$ cat src/rtl/rlws_pkg.sv
// Package for the radio listen window scheduler: widths, codes, phase type
// and the shared timeout helper. No dependencies.
package rlws_pkg;

  localparam int MaxBands  = 4;
  localparam int BandW     = $clog2(MaxBands);
  localparam int BandCntW  = 3;
  localparam int CmdW      = 3;
  localparam int TimeW     = 63;
  localparam int LimitW    = 40;
  localparam int CountW    = 16;
  localparam int DataW     = 64;
  localparam int AddrW     = 6;
  localparam int RegIdxW   = 3;

  localparam logic [LimitW-1:0]   AcqTimeoutRst = 40'd600000000;
  localparam logic [LimitW-1:0]   BandDwellRst  = 40'd60000000;
  localparam logic [LimitW-1:0]   IntervalRst   = 40'd3600000000;
  localparam logic [LimitW-1:0]   DurationRst   = 40'd300000000;
  localparam logic [BandCntW-1:0] BandCountRst  = 3'd3;
  localparam logic [BandCntW-1:0] BandCountMax  = BandCntW'(MaxBands);
  localparam logic [CountW-1:0]   CountMax      = '1;

  typedef enum logic [CmdW-1:0] {
    CmdTick      = 3'd0,
    CmdRadioFix  = 3'd1,
    CmdBcastFix  = 3'd2,
    CmdReqListen = 3'd3,
    CmdReqServe  = 3'd4
  } cmd_e;

  typedef enum logic [1:0] {
    PhAcq = 2'd0,
    PhSrv = 2'd1,
    PhLis = 2'd2
  } phase_e;

  typedef enum logic [RegIdxW-1:0] {
    RegAcqTimeout = 3'd0,
    RegBandDwell  = 3'd1,
    RegInterval   = 3'd2,
    RegDuration   = 3'd3,
    RegExitOnFix  = 3'd4,
    RegBandCount  = 3'd5
  } reg_e;

  function automatic logic elapsed(input logic [TimeW-1:0] now,
                                   input logic [TimeW-1:0] start,
                                   input logic [LimitW-1:0] limit);
    logic [TimeW:0] diff;
    diff = {1'b0, now} - {1'b0, start};
    return !diff[TimeW] && (diff[TimeW-1:0] >= {{(TimeW-LimitW){1'b0}}, limit});
  endfunction

endpackage

$ cat src/rtl/rlws_if.sv
// Channel interfaces for the scheduler: event items in, directive items out.
// Depends on rlws_pkg for field widths.
interface rlws_evt_if;
  import rlws_pkg::*;
  logic                valid;
  logic                ready;
  logic [CmdW-1:0]     command;
  logic [TimeW-1:0]    time_us;

  modport source (output valid, output command, output time_us, input ready);
  modport sink   (input valid, input command, input time_us, output ready);
endinterface

interface rlws_dir_if;
  import rlws_pkg::*;
  logic              valid;
  logic              ready;
  logic [1:0]        phase;
  logic              link_up;
  logic              radio_listening;
  logic [BandW-1:0]  band_index;
  logic              band_valid;

  modport source (output valid, output phase, output link_up, output radio_listening,
                  output band_index, output band_valid, input ready);
  modport sink   (input valid, input phase, input link_up, input radio_listening,
                  input band_index, input band_valid, output ready);
endinterface

$ cat src/rtl/radio_listen_window_scheduler.sv
// Top level of the radio listen window scheduler: event register, phase and
// band logic, directive register and APB register file.
// Depends on rlws_pkg and the channel interfaces in rlws_if.sv.
//
//   channel  | dir | handshake     | payload
//   evt_i    | in  | valid/ready   | command, time_us
//   dir_o    | out | valid/ready   | phase, link_up, radio_listening, band_index, band_valid
//   apb      | in  | psel/penable  | paddr, pwdata, prdata (64-bit registers at 8*i)
//
// Each item passes through the event register and leaves through the
// directive register; one item per cycle is sustained while the directive
// is taken or the directive register is empty.
// Reset clears scheduler state, sets register defaults; first tick starts acquisition.
// A stalled directive holds the event register; the input takes a new item
// in the same cycle the directive is taken.
module radio_listen_window_scheduler (
  input  logic                    clk_i,
  input  logic                    rst_ni,
  rlws_evt_if.sink                evt_i,
  rlws_dir_if.source              dir_o,
  input  logic                    psel,
  input  logic                    penable,
  input  logic                    pwrite,
  input  logic [rlws_pkg::AddrW-1:0] paddr,
  input  logic [rlws_pkg::DataW-1:0] pwdata,
  output logic [rlws_pkg::DataW-1:0] prdata,
  output logic                    pready
);
  import rlws_pkg::*;

  logic [LimitW-1:0]   acq_to_q, dwell_q, interval_q, duration_q;
  logic                exit_fix_q;
  logic [BandCntW-1:0] band_cnt_q;

  logic                stage_v_q;
  logic [CmdW-1:0]     stage_cmd_q;
  logic [TimeW-1:0]    stage_time_q;

  logic                out_v_q;
  phase_e              out_phase_q;
  logic                out_link_q, out_radio_q, out_bvalid_q;
  logic [BandW-1:0]    out_band_q;

  logic                started_q, started_d;
  phase_e              phase_q, phase_d;
  logic [TimeW-1:0]    acq_begin_q, acq_begin_d;
  logic [TimeW-1:0]    band_begin_q, band_begin_d;
  logic [TimeW-1:0]    listen_begin_q, listen_begin_d;
  logic [TimeW-1:0]    last_stop_q, last_stop_d;
  logic [BandW-1:0]    cur_band_q, cur_band_d;
  logic                fix_seen_q, fix_seen_d;
  logic                listen_want_q, listen_want_d;
  logic                serve_want_q, serve_want_d;
  logic [CountW-1:0]   count_q [MaxBands];
  logic [CountW-1:0]   count_d [MaxBands];

  logic                adv, fire, cfg_wr;
  reg_e                cfg_idx;
  logic [BandCntW-1:0] band_wr;
  logic [TimeW-1:0]    t;
  logic [TimeW-1:0]    acq_begin_eff, band_begin_eff;
  logic [BandW-1:0]    cur_band_eff, rot_band, pref_band;
  logic [BandCntW-1:0] band_inc;
  logic                fix_eff, serve_eff;
  logic                el_acq, el_band, el_int, el_dur;
  logic                found;
  logic [CountW-1:0]   best_cnt;
  logic                radio_d;

  assign adv   = !out_v_q || dir_o.ready;
  assign fire  = stage_v_q && adv;
  assign evt_i.ready = !stage_v_q || adv;

  assign pready  = 1'b1;
  assign cfg_wr  = psel && penable && pwrite;
  assign cfg_idx = reg_e'(paddr[AddrW-1:AddrW-RegIdxW]);
  assign band_wr = (pwdata[BandCntW-1:0] > BandCountMax) ? BandCountMax
                                                          : pwdata[BandCntW-1:0];

  always_comb begin
    case (cfg_idx)
      RegAcqTimeout: prdata = {{(DataW-LimitW){1'b0}}, acq_to_q};
      RegBandDwell:  prdata = {{(DataW-LimitW){1'b0}}, dwell_q};
      RegInterval:   prdata = {{(DataW-LimitW){1'b0}}, interval_q};
      RegDuration:   prdata = {{(DataW-LimitW){1'b0}}, duration_q};
      RegExitOnFix:  prdata = {{(DataW-1){1'b0}}, exit_fix_q};
      RegBandCount:  prdata = {{(DataW-BandCntW){1'b0}}, band_cnt_q};
      default:       prdata = '0;
    endcase
  end

  always_ff @(posedge clk_i or negedge rst_ni) begin
    if (!rst_ni) begin
      acq_to_q   <= AcqTimeoutRst;
      dwell_q    <= BandDwellRst;
      interval_q <= IntervalRst;
      duration_q <= DurationRst;
      exit_fix_q <= 1'b1;
      band_cnt_q <= BandCountRst;
    end else if (cfg_wr) begin
      case (cfg_idx)
        RegAcqTimeout: acq_to_q   <= pwdata[LimitW-1:0];
        RegBandDwell:  dwell_q    <= pwdata[LimitW-1:0];
        RegInterval:   interval_q <= pwdata[LimitW-1:0];
        RegDuration:   duration_q <= pwdata[LimitW-1:0];
        RegExitOnFix:  exit_fix_q <= pwdata[0];
        RegBandCount:  band_cnt_q <= band_wr;
        default: ;
      endcase
    end
  end

  // event register
  always_ff @(posedge clk_i or negedge rst_ni) begin
    if (!rst_ni) begin
      stage_v_q <= 1'b0;
    end else if (evt_i.ready) begin
      stage_v_q <= evt_i.valid;
    end
  end

  always_ff @(posedge clk_i) begin
    if (evt_i.valid && evt_i.ready) begin
      stage_cmd_q  <= evt_i.command;
      stage_time_q <= evt_i.time_us;
    end
  end

  assign t              = stage_time_q;
  assign acq_begin_eff  = started_q ? acq_begin_q : t;
  assign band_begin_eff = started_q ? band_begin_q : t;
  assign cur_band_eff   = started_q ? cur_band_q : '0;
  assign fix_eff        = started_q && fix_seen_q;
  assign serve_eff      = started_q && serve_want_q;

  assign el_acq = elapsed(t, acq_begin_eff, acq_to_q);
  assign el_band = elapsed(t, band_begin_eff, dwell_q);
  assign el_int = elapsed(t, last_stop_q, interval_q);
  assign el_dur = elapsed(t, listen_begin_q, duration_q);

  assign band_inc = {{(BandCntW-BandW){1'b0}}, cur_band_eff} + BandCntW'(1);
  assign rot_band = (band_inc >= band_cnt_q) ? '0 : band_inc[BandW-1:0];

  always_comb begin
    found     = 1'b0;
    best_cnt  = '0;
    pref_band = cur_band_q;
    for (int i = 0; i < MaxBands; i++) begin
      if ((BandCntW'(i) < band_cnt_q) && (!found || count_q[i] > best_cnt)) begin
        found     = 1'b1;
        best_cnt  = count_q[i];
        pref_band = BandW'(i);
      end
    end
  end

  always_comb begin
    started_d      = started_q;
    phase_d        = phase_q;
    acq_begin_d    = acq_begin_q;
    band_begin_d   = band_begin_q;
    listen_begin_d = listen_begin_q;
    last_stop_d    = last_stop_q;
    cur_band_d     = cur_band_q;
    fix_seen_d     = fix_seen_q;
    listen_want_d  = listen_want_q;
    serve_want_d   = serve_want_q;
    count_d        = count_q;
    case (cmd_e'(stage_cmd_q))
      CmdTick: begin
        if (!started_q) begin
          started_d     = 1'b1;
          phase_d       = PhAcq;
          acq_begin_d   = t;
          band_begin_d  = t;
          cur_band_d    = '0;
          fix_seen_d    = 1'b0;
          listen_want_d = 1'b0;
          serve_want_d  = 1'b0;
        end
        case (phase_q)
          PhAcq: begin
            if (fix_eff || serve_eff || el_acq) begin
              phase_d       = PhSrv;
              last_stop_d   = t;
              listen_want_d = 1'b0;
              serve_want_d  = 1'b0;
            end else if (band_cnt_q != '0 && el_band) begin
              cur_band_d   = rot_band;
              band_begin_d = t;
            end
          end
          PhSrv: begin
            if (listen_want_q || el_int) begin
              phase_d        = PhLis;
              listen_begin_d = t;
              band_begin_d   = t;
              cur_band_d     = pref_band;
              listen_want_d  = 1'b0;
              serve_want_d   = 1'b0;
            end
          end
          PhLis: begin
            if (serve_want_q || el_dur) begin
              phase_d       = PhSrv;
              last_stop_d   = t;
              listen_want_d = 1'b0;
              serve_want_d  = 1'b0;
            end else if (band_cnt_q != '0 && el_band) begin
              cur_band_d   = rot_band;
              band_begin_d = t;
            end
          end
          default: ;
        endcase
      end
      CmdRadioFix: begin
        fix_seen_d = 1'b1;
        if (band_cnt_q != '0 && count_q[cur_band_q] != CountMax) begin
          count_d[cur_band_q] = count_q[cur_band_q] + CountW'(1);
        end
        if (phase_q == PhLis && exit_fix_q) begin
          phase_d       = PhSrv;
          last_stop_d   = t;
          listen_want_d = 1'b0;
          serve_want_d  = 1'b0;
        end
      end
      CmdBcastFix:  fix_seen_d    = 1'b1;
      CmdReqListen: listen_want_d = 1'b1;
      CmdReqServe:  serve_want_d  = 1'b1;
      default: ;
    endcase
  end

  always_ff @(posedge clk_i or negedge rst_ni) begin
    if (!rst_ni) begin
      started_q      <= 1'b0;
      phase_q        <= PhAcq;
      acq_begin_q    <= '0;
      band_begin_q   <= '0;
      listen_begin_q <= '0;
      last_stop_q    <= '0;
      cur_band_q     <= '0;
      fix_seen_q     <= 1'b0;
      listen_want_q  <= 1'b0;
      serve_want_q   <= 1'b0;
      for (int i = 0; i < MaxBands; i++) count_q[i] <= '0;
    end else if (cfg_wr && cfg_idx == RegBandCount) begin
      cur_band_q <= '0;
      for (int i = 0; i < MaxBands; i++) count_q[i] <= '0;
    end else if (fire) begin
      started_q      <= started_d;
      phase_q        <= phase_d;
      acq_begin_q    <= acq_begin_d;
      band_begin_q   <= band_begin_d;
      listen_begin_q <= listen_begin_d;
      last_stop_q    <= last_stop_d;
      cur_band_q     <= cur_band_d;
      fix_seen_q     <= fix_seen_d;
      listen_want_q  <= listen_want_d;
      serve_want_q   <= serve_want_d;
      count_q        <= count_d;
    end
  end

  // directive register
  assign radio_d = (phase_d != PhSrv);

  always_ff @(posedge clk_i or negedge rst_ni) begin
    if (!rst_ni) begin
      out_v_q <= 1'b0;
    end else if (adv) begin
      out_v_q <= stage_v_q;
    end
  end

  always_ff @(posedge clk_i) begin
    if (fire) begin
      out_phase_q  <= phase_d;
      out_link_q   <= (phase_d == PhSrv);
      out_radio_q  <= radio_d;
      out_bvalid_q <= radio_d && (band_cnt_q != '0);
      out_band_q   <= (radio_d && band_cnt_q != '0) ? cur_band_d : '0;
    end
  end

  assign dir_o.valid           = out_v_q;
  assign dir_o.phase           = out_phase_q;
  assign dir_o.link_up         = out_link_q;
  assign dir_o.radio_listening = out_radio_q;
  assign dir_o.band_index      = out_band_q;
  assign dir_o.band_valid      = out_bvalid_q;

  a_fire_fills_out: assert property (@(posedge clk_i) disable iff (!rst_ni)
    fire |=> out_v_q)
    else $error("directive register missed an item");

  a_idle_before_start: assert property (@(posedge clk_i) disable iff (!rst_ni)
    !started_q |-> phase_q == PhAcq)
    else $error("phase left acquiring before the first tick");

  a_band_in_range: assert property (@(posedge clk_i) disable iff (!rst_ni)
    (band_cnt_q != '0) |->
      ({{(BandCntW-BandW){1'b0}}, cur_band_q} < band_cnt_q))
    else $error("current band outside rotation");

  a_stall_holds_out: assert property (@(posedge clk_i) disable iff (!rst_ni)
    (out_v_q && !dir_o.ready) |=> $stable(out_phase_q) && $stable(out_band_q))
    else $error("stalled directive changed");

endmodule
$ cat src/flat_wrapper.sv
// flat-port wrapper written by rule: the top's interface ports become plain ports
module radio_listen_window_scheduler_flat import rlws_pkg::*;
  (clk_i, rst_ni, psel, penable, pwrite, paddr, pwdata, prdata, pready, evt_i_valid, evt_i_command, evt_i_time_us, evt_i_ready, dir_o_valid, dir_o_phase, dir_o_link_up, dir_o_radio_listening, dir_o_band_index, dir_o_band_valid, dir_o_ready);
  rlws_evt_if evt_i_i ();
  rlws_dir_if dir_o_i ();
  input  logic clk_i;
  input  logic rst_ni;
  input  logic psel;
  input  logic penable;
  input  logic pwrite;
  input  logic [rlws_pkg::AddrW-1:0] paddr;
  input  logic [rlws_pkg::DataW-1:0] pwdata;
  output logic [rlws_pkg::DataW-1:0] prdata;
  output logic pready;
  input wire logic [$bits(evt_i_i.valid)-1:0] evt_i_valid;
  input wire logic [$bits(evt_i_i.command)-1:0] evt_i_command;
  input wire logic [$bits(evt_i_i.time_us)-1:0] evt_i_time_us;
  output wire logic [$bits(evt_i_i.ready)-1:0] evt_i_ready;
  output wire logic [$bits(dir_o_i.valid)-1:0] dir_o_valid;
  output wire logic [$bits(dir_o_i.phase)-1:0] dir_o_phase;
  output wire logic [$bits(dir_o_i.link_up)-1:0] dir_o_link_up;
  output wire logic [$bits(dir_o_i.radio_listening)-1:0] dir_o_radio_listening;
  output wire logic [$bits(dir_o_i.band_index)-1:0] dir_o_band_index;
  output wire logic [$bits(dir_o_i.band_valid)-1:0] dir_o_band_valid;
  input wire logic [$bits(dir_o_i.ready)-1:0] dir_o_ready;
  assign evt_i_i.valid = evt_i_valid;
  assign evt_i_i.command = evt_i_command;
  assign evt_i_i.time_us = evt_i_time_us;
  assign evt_i_ready = evt_i_i.ready;
  assign dir_o_valid = dir_o_i.valid;
  assign dir_o_phase = dir_o_i.phase;
  assign dir_o_link_up = dir_o_i.link_up;
  assign dir_o_radio_listening = dir_o_i.radio_listening;
  assign dir_o_band_index = dir_o_i.band_index;
  assign dir_o_band_valid = dir_o_i.band_valid;
  assign dir_o_i.ready = dir_o_ready;
  radio_listen_window_scheduler u_core (.clk_i(clk_i), .rst_ni(rst_ni), .evt_i(evt_i_i), .dir_o(dir_o_i), .psel(psel), .penable(penable), .pwrite(pwrite), .paddr(paddr), .pwdata(pwdata), .prdata(prdata), .pready(pready));
endmodule
$ cat config.mk
export PLATFORM = sky130hd
export DESIGN_NAME = radio_listen_window_scheduler_flat
export DESIGN_NICKNAME = d
export VERILOG_FILES = /design/src/rtl/rlws_pkg.sv /design/src/rtl/rlws_if.sv /design/src/rtl/radio_listen_window_scheduler.sv /design/src/flat_wrapper.sv
export SDC_FILE = /design/constraint.sdc
export NUM_CORES = 2
export LEC_CHECK = 0
export ABC_AREA = 1
export BUFFER_PORTS_ARGS = -buffer_cell sky130_fd_sc_hd__buf_2
export CAP_MARGIN = 20
export CORE_ASPECT_RATIO = 1.5
export CORE_MARGIN = 3
export CORE_UTILIZATION = 50
export DETAILED_ROUTE_END_ITERATION = 16
export GPL_TIMING_DRIVEN = 1
export PLACE_DENSITY = 0.63
export RECOVER_POWER = 100
export SYNTH_ARGS = -nofsm -noshare
export SYNTH_HDL_FRONTEND = slang
export SYNTH_SLANG_ARGS = --single-unit
$ cat constraint.sdc
create_clock -name clk_i -period 12.8 [get_ports clk_i]
set_clock_uncertainty 0.05 [all_clocks]
set_input_delay 2.56 -clock clk_i [delete_from_list [all_inputs] [get_ports clk_i]]
set_output_delay 2.56 -clock clk_i [all_outputs]
set_load 0.05 [all_outputs]
# Yosys cells after proc, flatten, opt, wreduce, memory -nomap -nowiden
# Cells that the tools add are included.
# totals
reg_bits	563
input_bits	143
out_inout_bits	74
wordCells	200
# op_classes
n_addsub	6
n_lt_le_gt_ge	15
n_eq_ne	19
mux	66
bitwise_logic	2
reduce_logical	63
# op_table
op	count
2-to-1 mux 63 bit	9
2-to-1 mux 64 bit	4
subtractor 63 x 63 -> 64 bit	4
greater-or-equal comparator 63 x 40 -> 1 bit	4
case mux 63 bit (2 select lines)	2
case mux 40 bit (6 select lines)	1
case mux 63 bit (3 select lines)	1
2-to-1 mux 16 bit	6
bitwise mux 64 bit	1
> comparator 16 bit	3
2-to-1 mux 2 bit	18
binary-select mux 16 bit (select 2 bit)	1
demux 16 bit (select 2 bit)	1
logical AND 1 bit	19
adder 16 x 1 -> 16 bit (second input constant)	1
inequality test 16 bit (second input constant)	1
AND reduction 2 bit	7
2-to-1 mux 1 bit	13
== test 3 x 2 -> 1 bit (second input constant)	4
case mux 1 bit (3 select lines)	4
case mux 2 bit (3 select lines)	2
AND reduction 4 bit	3
nonzero test 2 bit	5
== test 3 bit (second input constant)	3
other kinds (27)	54

# Longest topological paths before layout
# depth
ltp_word	19
depth_mapped	46
mapped_depth_nobuf	42

# Worst setup path before layout
# No wires, ideal clock.
# synth_timing
path_kind	input -> output
from	in paddr[5] in the netlist's numbering
to	out prdata[22] in the netlist's numbering
t_arrival_ns	4.159
required_time_ns	10.190
setup_slack_ns	6.031
stages	5
path_buffers	2
path_cell_list	nor3_1 > inv_1 > clkbuf_1 > clkbuf_1 > o221ai_1
# synth_via
elab_chain_cells	2
elab_cells_between_ends	7
classes_between	5 x eq/ne; 1 x mux; 1 x reduce/logical
# synth_lines
element	line_no	source
from (decl)	flat_wrapper.sv:11	input logic [rlws_pkg::AddrW-1:0] paddr;
== test 3 bit, or another cell as far along	radio_listen_window_scheduler.sv:81	case (cfg_idx)
case mux 40 bit (6 select lines) (*)	radio_listen_window_scheduler.sv:81	
to (decl)	flat_wrapper.sv:13	output logic [rlws_pkg::DataW-1:0] prdata;
# Every way passes the cells marked *; elsewhere a longest branch is shown, timed or not.

# Worst setup path in the final report
# layout_timing
from	reg u_core.started_q
to	reg u_core.band_begin_q[48]
# layout_via
elab_chain_cells	8
elab_cells_between_ends	20
classes_between	2 x add/sub; 2 x order compare; 7 x mux; 9 x reduce/logical
# layout_lines
element	line_no	source
from (decl)	radio_listen_window_scheduler.sv:44	logic started_q, started_d;
from (signal assigned)	radio_listen_window_scheduler.sv:253	started_q <= started_d;
2-to-1 mux 63 bit	radio_listen_window_scheduler.sv:131, radio_listen_window_scheduler.sv:171	
subtractor 63 x 63 -> 64 bit	rlws_pkg.sv:51	diff = {1'b0, now} - {1'b0, start};
greater-or-equal comparator 63 x 40 -> 1 bit / zero test 1 bit (equally long branches)	rlws_pkg.sv:52	return !diff[TimeW] && (diff[TimeW-1:0] >= {{(TimeW-LimitW){1'b0}}, limit});
logical AND 1 bit	rlws_pkg.sv:52	
logical AND 1 bit	radio_listen_window_scheduler.sv:188, radio_listen_window_scheduler.sv:209	
2-to-1 mux 63 bit	radio_listen_window_scheduler.sv:188, radio_listen_window_scheduler.sv:209	
2-to-1 mux 63 bit (on tied branches)	radio_listen_window_scheduler.sv:204, radio_listen_window_scheduler.sv:183	
case mux 63 bit (3 select lines) (*)	radio_listen_window_scheduler.sv:181	case (phase_q)
to (signal assigned)	radio_listen_window_scheduler.sv:256	band_begin_q <= band_begin_d;
to (decl)	radio_listen_window_scheduler.sv:47	logic [TimeW-1:0] band_begin_q, band_begin_d;
# Marks and branches as above.
# A chain may end at the register's enable or synchronous reset.

==> impl_metrics.ini <==
[drt]
drtIter0Drc = 4951
drtPass1Iterations = 8
wl_um = 224000
drt-vias-per-instance = 5.72
vias = 52900
drtAntennaViolNets = 0
wire_per_inst_um = 24.2
drc = 0

[logic_synthesis]
ys_async_sr_fraction_pct = 87.0
synthTopCellsByCount = 2,406 x nand2_1, 1,333 x inv_1, 660 x nor2_1
yosys.area.top_type_share_pct = 22.1
synth_area_um2 = 50400
synth_edf_count = 73
synth_area_per_cell_um2 = 6.48
yosysWarnings = 0
yosysMostFrequentCell = nand2_1
synth-main-ff-cell = dfrtp_1
ys_types = 62
synth-seq-area-share_pct = 28.8
yosys-top-cells-area = dfrtp_1 22%, nand2_1 18%, ha_1 12%
ys_ff_latch = 563
synth_largest_area_cell = dfrtp_1
syn_inst = 7786

[clock_network]
cts-hold-fix-buffers = 0
path_clk_slew_ns = 0.06
cts_buffers = 61
cts_resized = 0
htree_levels = 2
clock_path_buffers = 3
post_cts.repair.setup_buffers = 0
root_buffer = clkbuf_16
tritoncts = yes
clkSinkCount = 563
insertion_delay_ns = 0.70

[finish]
syn_to_final_growth_pct = 7.94
fillers = 10300
multi_input_area_um2 = 30000
ff_latch_area_um2 = 14500
drive_above_1_share_pct = 4.35
num-nets-final = 8507

[timing]
setup_ws_ns = 2.01
worstMarginPinSlew_ns = 3.95
final.min_clock_period_ns = 10.79
drv_slew = 1163
timing.setup.tns_ns = 0
rsz0062_at_grt = false
setup_violations = 0
slew_headroom_pct = -163
final.period_utilization_pct = 84.3
timing.final.hold_violations = 0
max_freq_mhz = 92.7

[critical_path]
critical_path.most_common_cell = nand2_1
crit_path_start_kind = flip-flop
crit_required_ns = 13.33
crit_arrival_ns = 11.32
rrSetupSlack_ns = 2.01
crit_path_max_fanout = 101
cp-end-kind = flip-flop
critPathTopFamily = simple AND/OR/NAND/NOR gates
crit_path_top_delay_cell = dfrtp_1
critPathMaxStageDelay_ns = 2.10
path_buf_inv = 3
crit_type = flip-flop to flip-flop

[global_routing]
grt_first_pass_wirelength_um = 322000
grt.total_usage_pct = 41.8
grt_start_max_net_pins = 139
grt_pass1_vias = 51200
antenna_found_initial = 20
gr-total-overflow = 0

[run_status]
violations = capacitance limit, slew limit
status = complete, but fails checks

[floorplanning]
start_util_pct = 50.4
num_rows = 142
num_io_pins = 217
design.core.area_um2 = 100000
design.die.area_um2 = 105000
die_w_um = 265
die_height_um = 395

[placement]
gp_congestion = 1.15
io_buffer_count = 164
dp_slack_ns = 3.72
dp_hpwl_um = 182000

[power]
powerDensity_nw_per_um2 = 217
power_leakage_nw = 28.2
peakVddDrop_v = 0.000193

[run]
max_cap_violations = 22

[worst_hold_path]
hold_class = flip-flop to flip-flop
-- logic make-up (layout without fill, tap and decap cells) --
| logic type | Yosys count | count (layout) | synth area share (%) |
|---|---|---|---|
| DFF | 563 | 563 | 28.8 |
| buffers and inverters | 1524 | 1663 | 11.8 |
| AOI/OAI and AO/OA | 1471 | 1471 | 16.0 |
| xor gates and xnor gates | 165 | 165 | 2.87 |
| adders and majority gates | 469 | 469 | 11.7 |
| and+or+nand+nor | 3592 | 3592 | 28.8 |
| other | 2 | 35 | 0.0149 |
-- layer usage --
layer | wire (µm) | track usage [%] | vias to the layer above
li1 | - | - | 25200
met1 | 80200 | 46.0 | 24500
met2 | 103000 | 68.5 | 2443
met3 | 17000 | 8.08 | 770
met4 | 24300 | 37.1 | 6
met5 | 46 | 0 | -
-- final cells by class --
type / instances / share of cell area (%)
Inverter: 1342 / 9.26
Multi-Input combinational cell: 5722 / 55.2
Sequential cell: 563 / 26.7
Antenna cell: 10 / 0.0460
Clock inverter: 36 / 0.938
Clock buffer: 80 / 3.10
Timing Repair Buffer: 205 / 1.87
Tap cell: 1296 / 2.98
-- placed cells by master, fill, tap and decap left out, types with 8 or more instances in the layout --
| cell type | n |
|---|---|
| dfrtp_1 | 445 |
| buf_2 | 112 |
| o21ai_0 | 610 |
| a22oi_1 | 40 |
| nor2_2 | 17 |
| o21a_1 | 28 |
| o221ai_1 | 41 |
| a21o_1 | 11 |
| nor2_1 | 661 |
| clkinv_2 | 9 |
| bufinv_16 | 10 |
| nor3_2 | 9 |
| clkbuf_1 | 79 |
| o21bai_1 | 46 |
| o21ai_1 | 20 |
| diode_2 | 10 |
| clkbuf_16 | 62 |
| inv_1 | 1333 |
| dfstp_2 | 45 |
| conb_1 | 25 |
| o211ai_1 | 8 |
| nand2_2 | 10 |
| ha_1 | 465 |
| xor2_1 | 134 |
| xnor2_1 | 31 |
| nor4_1 | 13 |
| nand2_1 | 2408 |
| nand3b_1 | 21 |
| a21oi_1 | 531 |
| a31oi_1 | 20 |
| nor3_1 | 70 |
| a221oi_1 | 10 |
| nand3_1 | 267 |
| nand4_1 | 84 |
| o22ai_1 | 84 |
| buf_4 | 24 |
| edfxtp_1 | 73 |
-- power breakdown --
group	internal, mW	total, mW	switching (mW)
Clock	1.14	1.98	0.836
Sequential	2.28	2.63	0.354
Combinational	2.26	7.22	4.96
Total	5.68	11.8	6.15
-- state kept, by name (all words and copies together) (netlist names), 40 cells and up --
| register | cells |
|---|---|
| u_core.duration_q | 40 |
| u_core.dwell_q | 40 |
| u_core.band_begin_q | 63 |
| u_core.acq_begin_q | 63 |
| u_core.listen_begin_q | 63 |
| u_core.interval_q | 40 |
| u_core.count_q | 64 |
| u_core.acq_to_q | 40 |
| u_core.stage_time_q | 63 |
| u_core.last_stop_q | 63 |
-- metrics by stage --
stage	area (µm²)	instances	utilization, %	hold WS [ns]	total power [mW]
6_report	54400	9254	54.4	0.432	11.8
5_1_grt	54400	9244	54.4	0.448	12.7
4_1_cts	54600	9243	54.6	0.433	11.7
3_5_place_dp	52400	9127	52.4	0.415	9.66
3_3_place_gp	52400	9127	52.4	0.412	9.51
2_1_floorplan	50500	7809	-	0.398	7.33
-- final timing paths --
| kind | start | to | cells past startpoint |
|---|---|---|---|
| max | u_core.started_q | u_core.band_begin_q[48] | 29 |
| min | u_core.band_begin_q[21] | u_core.band_begin_q[21] | 2 |
| max reg2reg | u_core.started_q | u_core.band_begin_q[48] | 29 |
| min reg2reg | u_core.band_begin_q[21] | u_core.band_begin_q[21] | 2 |
| max in group asynchronous | rst_ni | u_core.last_stop_q[14] | 4 |
| min in group asynchronous | rst_ni | u_core.last_stop_q[50] | 1 |
-- worst register-to-register path: cells and delay by family (launching register included) --
family	cells	cell delay, ns
buffers and inverters	3	1.61
AO/OA/AOI/OAI	5	1.82
XOR/XNOR	1	0.13
adder cells (fa/ha/maj)	2	0.74
flip-flops	1	2.10
AND/OR/NAND/NOR	18	4.24
Power figures use the tool's default switching activity.
